**src/rtl/core/sirt_pkg.sv**
```systemverilog
// ----------------------------------------------------------------------------
// sirt_pkg: shared definitions for the radix text converter
// Widths, character codes, register indexes and the alphabet bundle.
// ----------------------------------------------------------------------------
package sirt_pkg;

    localparam int MAX_SYMBOLS_DEF = 16;
    localparam int SYM_COUNT       = 16;
    localparam int SYM_IDX_W       = 4;
    localparam int DATA_W          = 32;
    localparam int STEP_BITS       = 8;
    localparam int DIGIT_CAP       = 32;
    localparam int CNT_W           = 6;
    localparam int RADIX_REG_W     = 5;
    localparam int CFG_DATA_W      = 64;
    localparam int REG_IDX_W       = 2;
    localparam int MIN_RADIX       = 2;

    localparam logic [7:0] MINUS_CHAR = 8'h2D;
    localparam logic [7:0] PLUS_CHAR  = 8'h2B;

    localparam logic [REG_IDX_W-1:0] REG_SYMBOLS_LOW  = 2'd0;
    localparam logic [REG_IDX_W-1:0] REG_SYMBOLS_HIGH = 2'd1;
    localparam logic [REG_IDX_W-1:0] REG_RADIX_LENGTH = 2'd2;

    typedef struct packed {
        logic                        alpha_ok;
        logic [RADIX_REG_W-1:0]      radix;
        logic [2*CFG_DATA_W-1:0]     symbols;
    } alpha_t;

endpackage

```
**src/rtl/core/sirt_if.sv**
```systemverilog
// ----------------------------------------------------------------------------
// sirt_if: handshake channels of the radix text converter
// Number input, text output and configuration write channels.
// ----------------------------------------------------------------------------
interface sirt_in_if;
    logic                              valid;
    logic                              ready;
    logic signed [sirt_pkg::DATA_W-1:0] value;

    modport source (output valid, output value, input ready);
    modport sink (input valid, input value, output ready);
endinterface

interface sirt_out_if;
    logic       valid;
    logic       ready;
    logic [7:0] text_byte;
    logic       final_char;

    modport source (output valid, output text_byte, output final_char, input ready);
    modport sink (input valid, input text_byte, input final_char, output ready);
endinterface

interface sirt_cfg_if;
    logic                                valid;
    logic                                ready;
    logic [sirt_pkg::REG_IDX_W-1:0]      index;
    logic [sirt_pkg::CFG_DATA_W-1:0]     data;

    modport source (output valid, output index, output data, input ready);
    modport sink (input valid, input index, input data, output ready);
endinterface

```
**src/rtl/core/sirt_cfg.sv**
```systemverilog
// ----------------------------------------------------------------------------
// sirt_cfg: alphabet registers and alphabet check
// Holds the symbol bytes and radix, and keeps a registered validity flag.
// ----------------------------------------------------------------------------
module sirt_cfg #(
    parameter int MAX_SYMBOLS = sirt_pkg::MAX_SYMBOLS_DEF
) (
    input  logic             clk,
    input  logic             rst_n,
    sirt_cfg_if.sink         cfg,
    output sirt_pkg::alpha_t alpha
);

    logic [sirt_pkg::CFG_DATA_W-1:0]  sym_lo_reg;
    logic [sirt_pkg::CFG_DATA_W-1:0]  sym_hi_reg;
    logic [sirt_pkg::RADIX_REG_W-1:0] radix_reg;
    logic                             ok_reg;
    logic                             ok_next;
    logic [2*sirt_pkg::CFG_DATA_W-1:0] symbols;

    assign cfg.ready = 1'b1;
    assign symbols   = {sym_hi_reg, sym_lo_reg};

    always_ff @(posedge clk or negedge rst_n)
    begin
        if (!rst_n)
        begin
            sym_lo_reg <= '0;
            sym_hi_reg <= '0;
            radix_reg  <= '0;
            ok_reg     <= 1'b0;
        end
        else
        begin
            ok_reg <= ok_next;
            if (cfg.valid)
            begin
                case (cfg.index)
                    sirt_pkg::REG_SYMBOLS_LOW:  sym_lo_reg <= cfg.data;
                    sirt_pkg::REG_SYMBOLS_HIGH: sym_hi_reg <= cfg.data;
                    sirt_pkg::REG_RADIX_LENGTH:
                        radix_reg <= cfg.data[sirt_pkg::RADIX_REG_W-1:0];
                    default: ;
                endcase
            end
        end
    end

    always_comb
    begin
        logic [7:0] sa;
        ok_next = (radix_reg >= sirt_pkg::RADIX_REG_W'(sirt_pkg::MIN_RADIX))
               && (radix_reg <= sirt_pkg::RADIX_REG_W'(MAX_SYMBOLS));
        for (int a = 0; a < MAX_SYMBOLS; a++)
        begin
            sa = symbols[8*a +: 8];
            if (sirt_pkg::RADIX_REG_W'(a) < radix_reg)
            begin
                if (sa == sirt_pkg::MINUS_CHAR || sa == sirt_pkg::PLUS_CHAR)
                    ok_next = 1'b0;
                for (int b = a + 1; b < MAX_SYMBOLS; b++)
                begin
                    if (sirt_pkg::RADIX_REG_W'(b) < radix_reg && symbols[8*b +: 8] == sa)
                        ok_next = 1'b0;
                end
            end
        end
    end

    assign alpha.alpha_ok = ok_reg;
    assign alpha.radix    = radix_reg;
    assign alpha.symbols  = symbols;

endmodule

```
**src/rtl/core/sirt_div_step.sv**
```systemverilog
// ----------------------------------------------------------------------------
// sirt_div_step: shared radix division step
// Runs a group of restoring division steps on a shifting work word.
// ----------------------------------------------------------------------------
module sirt_div_step #(
    parameter int MAX_SYMBOLS = sirt_pkg::MAX_SYMBOLS_DEF
) (
    input  logic [sirt_pkg::DATA_W-1:0]        work,
    input  logic [$clog2(MAX_SYMBOLS)-1:0]     rem,
    input  logic [$clog2(MAX_SYMBOLS+1)-1:0]   radix,
    output logic [sirt_pkg::DATA_W-1:0]        work_step,
    output logic [$clog2(MAX_SYMBOLS)-1:0]     rem_step
);

    localparam int RW = $clog2(MAX_SYMBOLS);
    localparam int CW = RW + 1;

    always_comb
    begin
        logic [CW-1:0]               trial;
        logic [sirt_pkg::DATA_W-1:0] w;
        logic [RW-1:0]               r;
        w = work;
        r = rem;
        for (int i = 0; i < sirt_pkg::STEP_BITS; i++)
        begin
            trial = {r, w[sirt_pkg::DATA_W-1]};
            w     = {w[sirt_pkg::DATA_W-2:0], 1'b0};
            if (trial >= CW'(radix))
            begin
                trial = trial - CW'(radix);
                w[0]  = 1'b1;
            end
            r = trial[RW-1:0];
        end
        work_step = w;
        rem_step  = r;
    end

endmodule

```
**src/rtl/core/sirt_seq.sv**
```systemverilog
// ----------------------------------------------------------------------------
// sirt_seq: conversion sequencer
// Takes a number, divides it digit by digit, stacks the digits and emits text.
// ----------------------------------------------------------------------------
module sirt_seq #(
    parameter int MAX_SYMBOLS = sirt_pkg::MAX_SYMBOLS_DEF
) (
    input  logic             clk,
    input  logic             rst_n,
    sirt_in_if.sink          number,
    sirt_out_if.source       text,
    input  sirt_pkg::alpha_t alpha
);

    localparam int RW      = $clog2(MAX_SYMBOLS);
    localparam int RADIX_W = $clog2(MAX_SYMBOLS + 1);
    localparam int STACK_W = sirt_pkg::DIGIT_CAP * RW;
    localparam int CHUNKS  = sirt_pkg::DATA_W / sirt_pkg::STEP_BITS;
    localparam int CHUNK_W = $clog2(CHUNKS);

    localparam logic [2:0] S_IDLE  = 3'd0;
    localparam logic [2:0] S_CHECK = 3'd1;
    localparam logic [2:0] S_DIV   = 3'd2;
    localparam logic [2:0] S_SIGN  = 3'd3;
    localparam logic [2:0] S_EMIT  = 3'd4;

    logic [2:0]                    state_reg, state_next;
    logic                          neg_reg, neg_next;
    logic [sirt_pkg::CNT_W-1:0]    cnt_reg, cnt_next;
    logic [CHUNK_W-1:0]            chunk_reg, chunk_next;
    logic [sirt_pkg::DATA_W-1:0]   work_reg, work_next;
    logic [RW-1:0]                 rem_reg, rem_next;
    logic [STACK_W-1:0]            stack_reg, stack_next;
    logic [sirt_pkg::DATA_W-1:0]   step_work;
    logic [RW-1:0]                 step_rem;
    logic [RADIX_W-1:0]            radix;
    logic [7:0]                    sym [sirt_pkg::SYM_COUNT];

    assign radix = alpha.radix[RADIX_W-1:0];

    sirt_div_step #(
        .MAX_SYMBOLS (MAX_SYMBOLS)
    ) u_div_step (
        .work      (work_reg),
        .rem       (rem_reg),
        .radix     (radix),
        .work_step (step_work),
        .rem_step  (step_rem)
    );

    always_ff @(posedge clk or negedge rst_n)
    begin
        if (!rst_n)
        begin
            state_reg <= S_IDLE;
            cnt_reg   <= '0;
            chunk_reg <= '0;
            neg_reg   <= 1'b0;
        end
        else
        begin
            state_reg <= state_next;
            cnt_reg   <= cnt_next;
            chunk_reg <= chunk_next;
            neg_reg   <= neg_next;
        end
    end

    always_ff @(posedge clk)
    begin
        work_reg  <= work_next;
        rem_reg   <= rem_next;
        stack_reg <= stack_next;
    end

    always_comb
    begin
        state_next = state_reg;
        neg_next   = neg_reg;
        cnt_next   = cnt_reg;
        chunk_next = chunk_reg;
        work_next  = work_reg;
        rem_next   = rem_reg;
        stack_next = stack_reg;
        case (state_reg)
            S_IDLE:
            begin
                if (number.valid)
                begin
                    work_next  = number.value;
                    state_next = S_CHECK;
                end
            end
            S_CHECK:
            begin
                neg_next = work_reg[sirt_pkg::DATA_W-1];
                if (!alpha.alpha_ok)
                begin
                    state_next = S_IDLE;
                end
                else
                begin
                    if (work_reg[sirt_pkg::DATA_W-1])
                        work_next = '0 - work_reg;
                    rem_next   = '0;
                    chunk_next = '0;
                    cnt_next   = '0;
                    state_next = S_DIV;
                end
            end
            S_DIV:
            begin
                work_next  = step_work;
                rem_next   = step_rem;
                chunk_next = chunk_reg + 1'b1;
                if (chunk_reg == CHUNK_W'(CHUNKS - 1))
                begin
                    stack_next = {stack_reg[STACK_W-RW-1:0], step_rem};
                    cnt_next   = cnt_reg + 1'b1;
                    rem_next   = '0;
                    if (step_work == '0)
                        state_next = neg_reg ? S_SIGN : S_EMIT;
                end
            end
            S_SIGN:
            begin
                if (text.ready)
                    state_next = S_EMIT;
            end
            S_EMIT:
            begin
                if (text.ready)
                begin
                    stack_next = stack_reg >> RW;
                    cnt_next   = cnt_reg - 1'b1;
                    if (cnt_reg == sirt_pkg::CNT_W'(1))
                        state_next = S_IDLE;
                end
            end
            default:
            begin
                state_next = S_IDLE;
            end
        endcase
    end

    always_comb
    begin
        for (int k = 0; k < sirt_pkg::SYM_COUNT; k++)
            sym[k] = alpha.symbols[8*k +: 8];
    end

    assign number.ready    = (state_reg == S_IDLE);
    assign text.valid      = (state_reg == S_SIGN) || (state_reg == S_EMIT);
    assign text.text_byte  = (state_reg == S_SIGN) ? sirt_pkg::MINUS_CHAR
                           : sym[sirt_pkg::SYM_IDX_W'(stack_reg[RW-1:0])];
    assign text.final_char = (state_reg == S_EMIT) && (cnt_reg == sirt_pkg::CNT_W'(1));

    a_no_overlap: assert property (@(posedge clk) disable iff (!rst_n)
        !(number.ready && text.valid))
        else $error("Input taken while text is being emitted.");

    a_final_ends: assert property (@(posedge clk) disable iff (!rst_n)
        (text.valid && text.ready && text.final_char) |=> number.ready)
        else $error("Block did not return to idle after the last character.");

    a_cnt_cap: assert property (@(posedge clk) disable iff (!rst_n)
        cnt_reg <= sirt_pkg::CNT_W'(sirt_pkg::DIGIT_CAP))
        else $error("Digit count beyond capacity.");

    a_bad_alpha: assert property (@(posedge clk) disable iff (!rst_n)
        (state_reg == S_CHECK && !alpha.alpha_ok) |=> number.ready)
        else $error("Invalid alphabet did not drop the item.");

    a_emit_nonempty: assert property (@(posedge clk) disable iff (!rst_n)
        (state_reg == S_EMIT) |-> (cnt_reg != '0))
        else $error("Emitting with an empty digit stack.");

endmodule

```
**src/rtl/core/signed_int_to_radix_text_top.sv**
```systemverilog
// ----------------------------------------------------------------------------
// signed_int_to_radix_text_top: signed integer to radix text converter
// Converts a signed 32-bit number to text in a configurable digit alphabet.
// ----------------------------------------------------------------------------
// One number is in flight at a time; ready on the number channel stays low
// until its last character has been taken. After acceptance a check state
// tests the alphabet and loads the magnitude; each digit is then produced by
// the shared eight-bit-per-cycle division unit working through the whole
// 32-bit word, and the text follows at one character per cycle (a leading
// minus sign first) when the text channel is not stalled.
// An invalid alphabet drops the number in the check state with no text.
module signed_int_to_radix_text_top #(
    parameter int MAX_SYMBOLS = sirt_pkg::MAX_SYMBOLS_DEF
) (
    input  logic       clk,
    input  logic       rst_n,
    sirt_in_if.sink    number,
    sirt_out_if.source text,
    sirt_cfg_if.sink   cfg
);

    sirt_pkg::alpha_t alpha;

    sirt_cfg #(
        .MAX_SYMBOLS (MAX_SYMBOLS)
    ) u_cfg (
        .clk   (clk),
        .rst_n (rst_n),
        .cfg   (cfg),
        .alpha (alpha)
    );

    sirt_seq #(
        .MAX_SYMBOLS (MAX_SYMBOLS)
    ) u_seq (
        .clk    (clk),
        .rst_n  (rst_n),
        .number (number),
        .text   (text),
        .alpha  (alpha)
    );

endmodule
```
**src/flat_wrapper.sv**
```systemverilog
// flat-port wrapper written by rule: the top's interface ports become plain ports
module signed_int_to_radix_text_top_flat 
#(
    parameter int MAX_SYMBOLS = sirt_pkg::MAX_SYMBOLS_DEF
)
  (clk, rst_n, number_valid, number_value, number_ready, text_valid, text_text_byte, text_final_char, text_ready, cfg_valid, cfg_index, cfg_data, cfg_ready);
  sirt_in_if number_i ();
  sirt_out_if text_i ();
  sirt_cfg_if cfg_i ();
  input  logic clk;
  input  logic rst_n;
  input wire logic [$bits(number_i.valid)-1:0] number_valid;
  input wire logic [$bits(number_i.value)-1:0] number_value;
  output wire logic [$bits(number_i.ready)-1:0] number_ready;
  output wire logic [$bits(text_i.valid)-1:0] text_valid;
  output wire logic [$bits(text_i.text_byte)-1:0] text_text_byte;
  output wire logic [$bits(text_i.final_char)-1:0] text_final_char;
  input wire logic [$bits(text_i.ready)-1:0] text_ready;
  input wire logic [$bits(cfg_i.valid)-1:0] cfg_valid;
  input wire logic [$bits(cfg_i.index)-1:0] cfg_index;
  input wire logic [$bits(cfg_i.data)-1:0] cfg_data;
  output wire logic [$bits(cfg_i.ready)-1:0] cfg_ready;
  assign number_i.valid = number_valid;
  assign number_i.value = number_value;
  assign number_ready = number_i.ready;
  assign text_valid = text_i.valid;
  assign text_text_byte = text_i.text_byte;
  assign text_final_char = text_i.final_char;
  assign text_i.ready = text_ready;
  assign cfg_i.valid = cfg_valid;
  assign cfg_i.index = cfg_index;
  assign cfg_i.data = cfg_data;
  assign cfg_ready = cfg_i.ready;
  signed_int_to_radix_text_top #(.MAX_SYMBOLS(MAX_SYMBOLS)) u_core (.clk(clk), .rst_n(rst_n), .number(number_i), .text(text_i), .cfg(cfg_i));
endmodule
```
**config.mk**
```make
export PLATFORM = sky130hd
export DESIGN_NAME = signed_int_to_radix_text_top_flat
export DESIGN_NICKNAME = d
export VERILOG_FILES = /design/src/rtl/core/sirt_pkg.sv /design/src/rtl/core/sirt_if.sv /design/src/rtl/core/sirt_cfg.sv /design/src/rtl/core/sirt_div_step.sv /design/src/rtl/core/sirt_seq.sv /design/src/rtl/core/signed_int_to_radix_text_top.sv /design/src/flat_wrapper.sv
export SDC_FILE = /design/constraint.sdc
export NUM_CORES = 1
export LEC_CHECK = 0
export ABC_AREA = 0
export BUFFER_PORTS_ARGS = -buffer_cell sky130_fd_sc_hd__buf_2
export CAP_MARGIN = 15
export CORE_MARGIN = 3
export CORE_UTILIZATION = 44
export DETAILED_ROUTE_END_ITERATION = 10
export HOLD_SLACK_MARGIN = 0.02
export PLACE_DENSITY = 0.64
export SKIP_CTS_REPAIR_TIMING = 1
export SYNTH_ARGS = -nofsm -noshare
export SYNTH_HDL_FRONTEND = slang
export SYNTH_HIERARCHICAL = 1
export SYNTH_SLANG_ARGS = --single-unit
```
**constraint.sdc**
```tcl
create_clock -name clk -period 24.4 [get_ports clk]
set_input_delay 0 -clock clk [delete_from_list [all_inputs] [get_ports clk]]
set_output_delay 0 -clock clk [all_outputs]
set_load 0.1 [all_outputs]
```
Yosys cells after proc, flatten, opt, wreduce, memory -nomap -nowiden:

Cells that the tools add are included.

* logic and storage cells: 572
* output and inout bits: 12
* register bits: 310

* bitwise logic cells: 1
* reduce and logical (&&, ||, !) cells: 155
* add/subtract/negate cells: 12
* magnitude comparators: 27
* multiplexer cells: 197
* equal/unequal tests: 168

Operators with widths (count)
* $eq 8x8->1: 120
* $eq 8x6->1 const B: 32
* $mux 128: 2
* $pmux 128 s2: 1
* $mux 1: 160
* $logic_and 1x1->1: 122
* $mux 32: 3
* $pmux 32 s3: 1
* $ge 5x5->1: 8
* $lt 4x5->1 const A: 8
* $mux 4: 10
* $bmux 8 s4: 1
* $logic_not 32->1: 1
* $sub 1x32->32 const A: 1
* $sub 4x4->4: 8
* $mux 8: 3
* $mux 3: 7
* $lt 3x5->1 const A: 4
* $mux 6: 3
* $pmux 6 s3: 1
* $logic_or 1x1->1: 17
* $pmux 3 s5: 1
* $ne 2x2->1 const B: 7
* $lt 1x5->1 const A: 2
* other kinds (26): 37

Logic depth before layout (Yosys ltp):

* word-level depth: 154
* mapped depth: 53

By module:

The synthesis kept the hierarchy.

Modules (own cells, without submodules)
* sirt_cfg: times used 1, cells an instance 1991, area each 17759.5 um2
* sirt_seq: times used 1, cells an instance 933, area each 9615.5 um2
* sirt_div_step: times used 1, cells an instance 245, area each 1971.9 um2

Least setup slack after synthesis:

OpenSTA, ideal clock, no wires.

* path kind: register to register
* start point: register u_core/u_cfg/radix_reg[1] (netlist bit)
* end point: register u_core.u_seq.state_reg[1]
* cell stages (with the launch flop): 48
* arrival: 10.487 ns
* buffers on the path: 1
* period minus slack after synthesis: 10.642 ns
* slack: 13.758 ns
* data required time: 24.246 ns
* cells stage by stage: dfrtp_1 -> inv_1 -> ha_1 -> and2_1 -> a21oi_2 -> o21ai_2 -> mux2_4 -> ha_1 -> a21o_1 -> a31oi_1 -> o21ai_2 -> mux2_2 -> inv_1 -> ha_1 -> nand2_1 -> o21ai_0 -> a31o_2 -> mux2_2 -> (+12 left out) -> ha_1 -> nand2_1 -> o31ai_4 -> mux2_2 -> ha_1 -> nand2_1 -> o31ai_1 -> clkbuf_1 -> nor2_1 -> a21oi_1 -> ha_1 -> o21ai_0 -> o2bb2ai_1 -> o21ai_1 -> nor4_1 -> nand4_1 -> o21ai_0 -> o311ai_0

* elaborated cells between the ends (all ways): 33
* classes of those cells: 7 x add/sub; 8 x order compare; 1 x eq/ne; 15 x mux; 2 x reduce/logical

RTL lines
* from (decl): RTL line sirt_cfg.sv:16 `logic [sirt_pkg::RADIX_REG_W-1:0] radix_reg;`
* from (signal assigned): RTL line sirt_cfg.sv:42 `radix_reg <= cfg.data[sirt_pkg::RADIX_REG_W-1:0];`
* $ge 5x5->1: RTL line sirt_div_step.sv:29 `if (trial >= CW'(radix))`
* $mux 1: RTL line sirt_div_step.sv:29
* via u_core.u_seq.step_work, one bit: RTL line sirt_seq.sv:34 `logic [sirt_pkg::DATA_W-1:0] step_work;`
* $logic_not 32->1: RTL line sirt_seq.sv:121 `if (step_work == '0)`
* $ne 2x2->1 (no source line)
* $reduce_and 6->1 (no source line)
* to (signal assigned): RTL line sirt_seq.sv:62 `state_reg <= state_next;`
* to (decl): RTL line sirt_seq.sv:27 `logic [2:0] state_reg, state_next;`

The timed path passes the listed nets, and every way through them passes these cells.
A chain may end at the register's enable or synchronous reset.

Final worst setup path:

* start point: register u_core/u_cfg/radix_reg[2] (netlist bit)
* end point: register u_core.u_seq.state_reg[0]

The elaborated chain is that of the path after synthesis.

==> report_table.html <==
<table>
<tr><th>Metric</th><th>Value</th></tr>
<tr><th colspan="2">Setup path</th></tr>
<tr><td>CP arrival</td><td>13.44 ns</td></tr>
<tr><td>Critical path's slowest cell</td><td>dfrtp_1</td></tr>
<tr><td>Critical Path Sink Type</td><td>register</td></tr>
<tr><td>Startpoint of the most critical setup path</td><td>u_core/u_cfg/radix_reg[2]</td></tr>
<tr><td>Slowest stage delay, CP</td><td>0.79 ns</td></tr>
<tr><td>Buf/Inv on CP</td><td>6</td></tr>
<tr><td>Crit-path most repeated cell</td><td>ha_1</td></tr>
<tr><td>R2r startpoint</td><td>u_core/u_cfg/radix_reg[2]</td></tr>
<tr><td>Kind of critical path</td><td>register to register</td></tr>
<tr><td>Data required, critical path</td><td>24.90 ns</td></tr>
<tr><td>Critical-path maximum fanout</td><td>17</td></tr>
<tr><td>Kind of start point of the critical path</td><td>register</td></tr>
<tr><td>Crit path max-delay family</td><td>compound AO/OA/AOI/OAI gates</td></tr>
<tr><th colspan="2">Drt</th></tr>
<tr><td>Via count</td><td>about 25000</td></tr>
<tr><td>Wirelength per Cell</td><td>24.5 um</td></tr>
<tr><td>Total Wirelength</td><td>99600 um</td></tr>
<tr><td>Routed via count divided by cell count</td><td>6.13</td></tr>
<tr><td>Residual DRC</td><td>0</td></tr>
<tr><td>Post-detailed-route count of antenna-violating nets</td><td>0</td></tr>
<tr><td>Drt first-iter violations</td><td>3307</td></tr>
<tr><td>Detailed Routing Iterations Pass 1</td><td>8</td></tr>
<tr><th colspan="2">Timing</th></tr>
<tr><td>Hold WS</td><td>0.134 ns</td></tr>
<tr><td>Final period utilization</td><td>53.0%</td></tr>
<tr><td>Worst max-slew margin expressed relative to the limit</td><td>18.0%</td></tr>
<tr><td>Final clock skew</td><td>~0.013 ns</td></tr>
<tr><td>Final count of hold timing violations</td><td>0</td></tr>
<tr><td>Pins Over Slew Limit</td><td>0</td></tr>
<tr><td>Transition time at the pin with the least slew margin</td><td>1.23 ns</td></tr>
<tr><td>Achievable clock frequency</td><td>77.3 MHz</td></tr>
<tr><td>Fin Setup TNS</td><td>0 ns</td></tr>
<tr><td>Setup repair after global routing missed its margin</td><td>false</td></tr>
<tr><td>Time the final worst path needs with I/O delays and setup</td><td>around 13 ns</td></tr>
<tr><td>Setup Viol. Count Final</td><td>0</td></tr>
<tr><th colspan="2">Status</th></tr>
<tr><td>Outcome</td><td>finished, final reports clean</td></tr>
<tr><th colspan="2">Clock tree</th></tr>
<tr><td>Clock tree from TritonCTS</td><td>built</td></tr>
<tr><td>CTS root buf</td><td>clkbuf_16</td></tr>
<tr><td>H-tree level count</td><td>2</td></tr>
<tr><td>TritonCTS Buffers</td><td>36</td></tr>
<tr><td>Number of clock sinks</td><td>310</td></tr>
<tr><td>Clk pin slew, worst setup/hold paths</td><td>approximately 0.060 ns</td></tr>
<tr><td>Clk buf depth</td><td>3</td></tr>
<tr><td>Clock latency on the worst-skew pair</td><td>0.56 ns</td></tr>
<tr><th colspan="2">Synthesis</th></tr>
<tr><td>Mean instance size in the synthesized netlist</td><td>9.26 um^2</td></tr>
<tr><td>Number of flops mapped to enable cells by yosys</td><td>164</td></tr>
<tr><td>Cell taking the most area after synthesis</td><td>xnor2_1</td></tr>
<tr><td>Total nets after synthesis</td><td>3325</td></tr>
<tr><td>Count of different cell masters after synthesis</td><td>90</td></tr>
<tr><td>Portion of the post-synthesis area used by sequential elements</td><td>29.2%</td></tr>
<tr><td>Top cell type's share of synthesized area</td><td>20.0%</td></tr>
<tr><td>Gate count after technology mapping</td><td>roughly 3200</td></tr>
<tr><td>Cell Area, Synth</td><td>approximately 30000 um^2</td></tr>
<tr><td>Top FF cell, synth</td><td>edfxtp_1</td></tr>
<tr><td>Fraction of registers with async set or reset after synthesis</td><td>47.1%</td></tr>
<tr><td>Syn. warnings</td><td>6</td></tr>
<tr><td>Number of synthesized register bits</td><td>310</td></tr>
<tr><td>Leading cell types by total area after synthesis</td><td>xnor2_1, edfxtp_1, dfrtp_1, xor2_1, mux2_2</td></tr>
<tr><th colspan="2">Place</th></tr>
<tr><td>HPWL reported at the end of detailed placement</td><td>61900 um</td></tr>
<tr><td>Count of buffers from port buffering</td><td>between 100 and 150</td></tr>
<tr><td>Final weighted congestion in routability-driven placement</td><td>0.995</td></tr>
<tr><th colspan="2">Cells and area</th></tr>
<tr><td>Max reg flops</td><td>128</td></tr>
<tr><td>Layout cells sized above 1</td><td>15.6%</td></tr>
<tr><td>Layout Area Growth over Synthesis</td><td>10.1%</td></tr>
<tr><td>Antenna diode instance count</td><td>0</td></tr>
<tr><td>Leading cell type in the layout, fill and taps excluded</td><td>xnor2_1</td></tr>
<tr><td>Nets</td><td>3332</td></tr>
<tr><td>Highest-count cells in the layout ignoring fill and taps</td><td>xnor2_1, nand2_1, xor2_1</td></tr>
<tr><th colspan="2">Min path</th></tr>
<tr><td>Type of the tightest min-delay check</td><td>primary input to async pin</td></tr>
<tr><th colspan="2">GRT</th></tr>
<tr><td>Wire length of the first global-routing pass</td><td>~150000 um</td></tr>
<tr><td>Antenna violations before repair</td><td>1</td></tr>
<tr><td>Vias in the first global route</td><td>23652</td></tr>
<tr><td>Global-route usage over all layers</td><td>27.2%</td></tr>
<tr><td>Maximum number of pins on one net before global-route repair</td><td>around 110</td></tr>
<tr><td>Remaining global-route overflow</td><td>0</td></tr>
<tr><th colspan="2">Floorplanning</th></tr>
<tr><td>Width of the chip</td><td>264 um</td></tr>
<tr><td>Starting utilization of the core area</td><td>44.6%</td></tr>
<tr><td>Core box area</td><td>65900 um^2</td></tr>
<tr><td>I/O pins</td><td>115</td></tr>
<tr><td>Area of the die</td><td>69800 um^2</td></tr>
<tr><td>Overall die height</td><td>approximately 260 um</td></tr>
<tr><td>Num rows</td><td>94</td></tr>
<tr><th colspan="2">Job</th></tr>
<tr><td>Number of maximum-capacitance violations</td><td>0</td></tr>
</table>
final timing paths:
kind	to	slack [ns]	cells past startpoint
worst max-delay path	u_core/u_seq/state_reg[0]	11.46	51
worst min-delay path	u_core/u_cfg/sym_lo_reg[19]	0.13	2
worst max register to register	u_core/u_seq/state_reg[0]	11.46	51
worst min register to register	u_core/u_seq/cnt_reg[5]	0.50	1
max in group asynchronous	u_core/u_cfg/sym_lo_reg[34]	22.91	3
min in group clk	u_core/u_cfg/sym_lo_reg[57]	0.22	3
cell families (layout without fill, tap and decap cells):
kind of cell	after synthesis	after routing	synth area share, %
XOR/XNOR	1014	1014	30.3
buffers and inverters	406	438	6.84
multiplexers	202	202	8.86
adder cells (fa/ha/maj)	53	53	2.46
AO/OA/AOI/OAI	263	263	6.31
flip-flops	310	310	29.2
other	1	1	0.0128
AND/OR/NAND/NOR	920	920	16.0
through the flow:
stage / utilization (%) / instance area, um^2 / cells / setup slack, ns
2_1_floorplan: - / 29300 / 3169 / 13.76
5_1_grt: 49.1 / 32300 / 4065 / 10.34
3_3_place_gp: 45.6 / 30000 / 3896 / 12.10
3_5_place_dp: 45.6 / 30000 / 3896 / 11.97
6_report: 49.1 / 32300 / 4065 / 11.46
4_1_cts: 47.4 / 31200 / 3959 / 11.93
Yosys cell counts, types with 4 or more instances:
| master | number |
|---|---|
| nor3_1 | 77 |
| o311ai_0 | 4 |
| o31ai_1 | 7 |
| o22ai_1 | 9 |
| a211o_1 | 4 |
| inv_1 | 43 |
| nand3_1 | 39 |
| a221oi_1 | 4 |
| mux2_2 | 145 |
| or3_1 | 4 |
| nand2b_1 | 11 |
| dfrtp_1 | 146 |
| a21oi_2 | 4 |
| xnor2_1 | 670 |
| nand4b_1 | 9 |
| mux4_2 | 31 |
| buf_2 | 281 |
| mux2i_1 | 24 |
| nand4_1 | 168 |
| nor4_1 | 113 |
| nor4_2 | 6 |
| edfxtp_1 | 164 |
| nor2b_1 | 7 |
| a21oi_1 | 44 |
| buf_4 | 31 |
| and2_1 | 9 |
| a31oi_1 | 36 |
| a22oi_1 | 36 |
| nor4b_1 | 8 |
| ha_1 | 45 |
| clkbuf_1 | 38 |
| xor2_1 | 344 |
| o21ai_1 | 8 |
| buf_1 | 11 |
| a21o_1 | 13 |
| nand2_1 | 401 |
| o21ai_0 | 41 |
| a41oi_1 | 5 |
| nor2_1 | 41 |
| fa_1 | 8 |
layout make-up:
| class | count | area (um^2) |
|---|---|---|
| multi-input combinational | 2453 | 18800 |
| clock inverter | 14 | 203 |
| fill | 6156 | 33600 |
| inverter | 43 | 161 |
| clock buffer | 49 | 990 |
| timing repair buffer | 332 | 2500 |
| tap | 864 | 1080 |
| sequential | 310 | 8580 |
metal layers:
metal,global-route usage (%),wire (um),up-vias,share of wire (%)
li1,-,-,10886,-
met1,35.0,38500,11998,39
met2,41.6,43600,1574,44
met3,6.34,10800,451,11
met4,16.7,6680,0,6.7
met5,0,0,-,0
worst reg2reg max path: cells and delay by family, from the launching register on:
kind / cells / cell delay, ns
fa+ha+maj: 8 / 2.67
compound gates: 22 / 4.61
mux: 4 / 1.47
simple gates: 11 / 1.81
flops: 1 / 0.79
buf+inv: 6 / 1.55
Power is not shown: default switching activity piles up to over one toggle a cycle in this logic, so the estimate is an artifact.
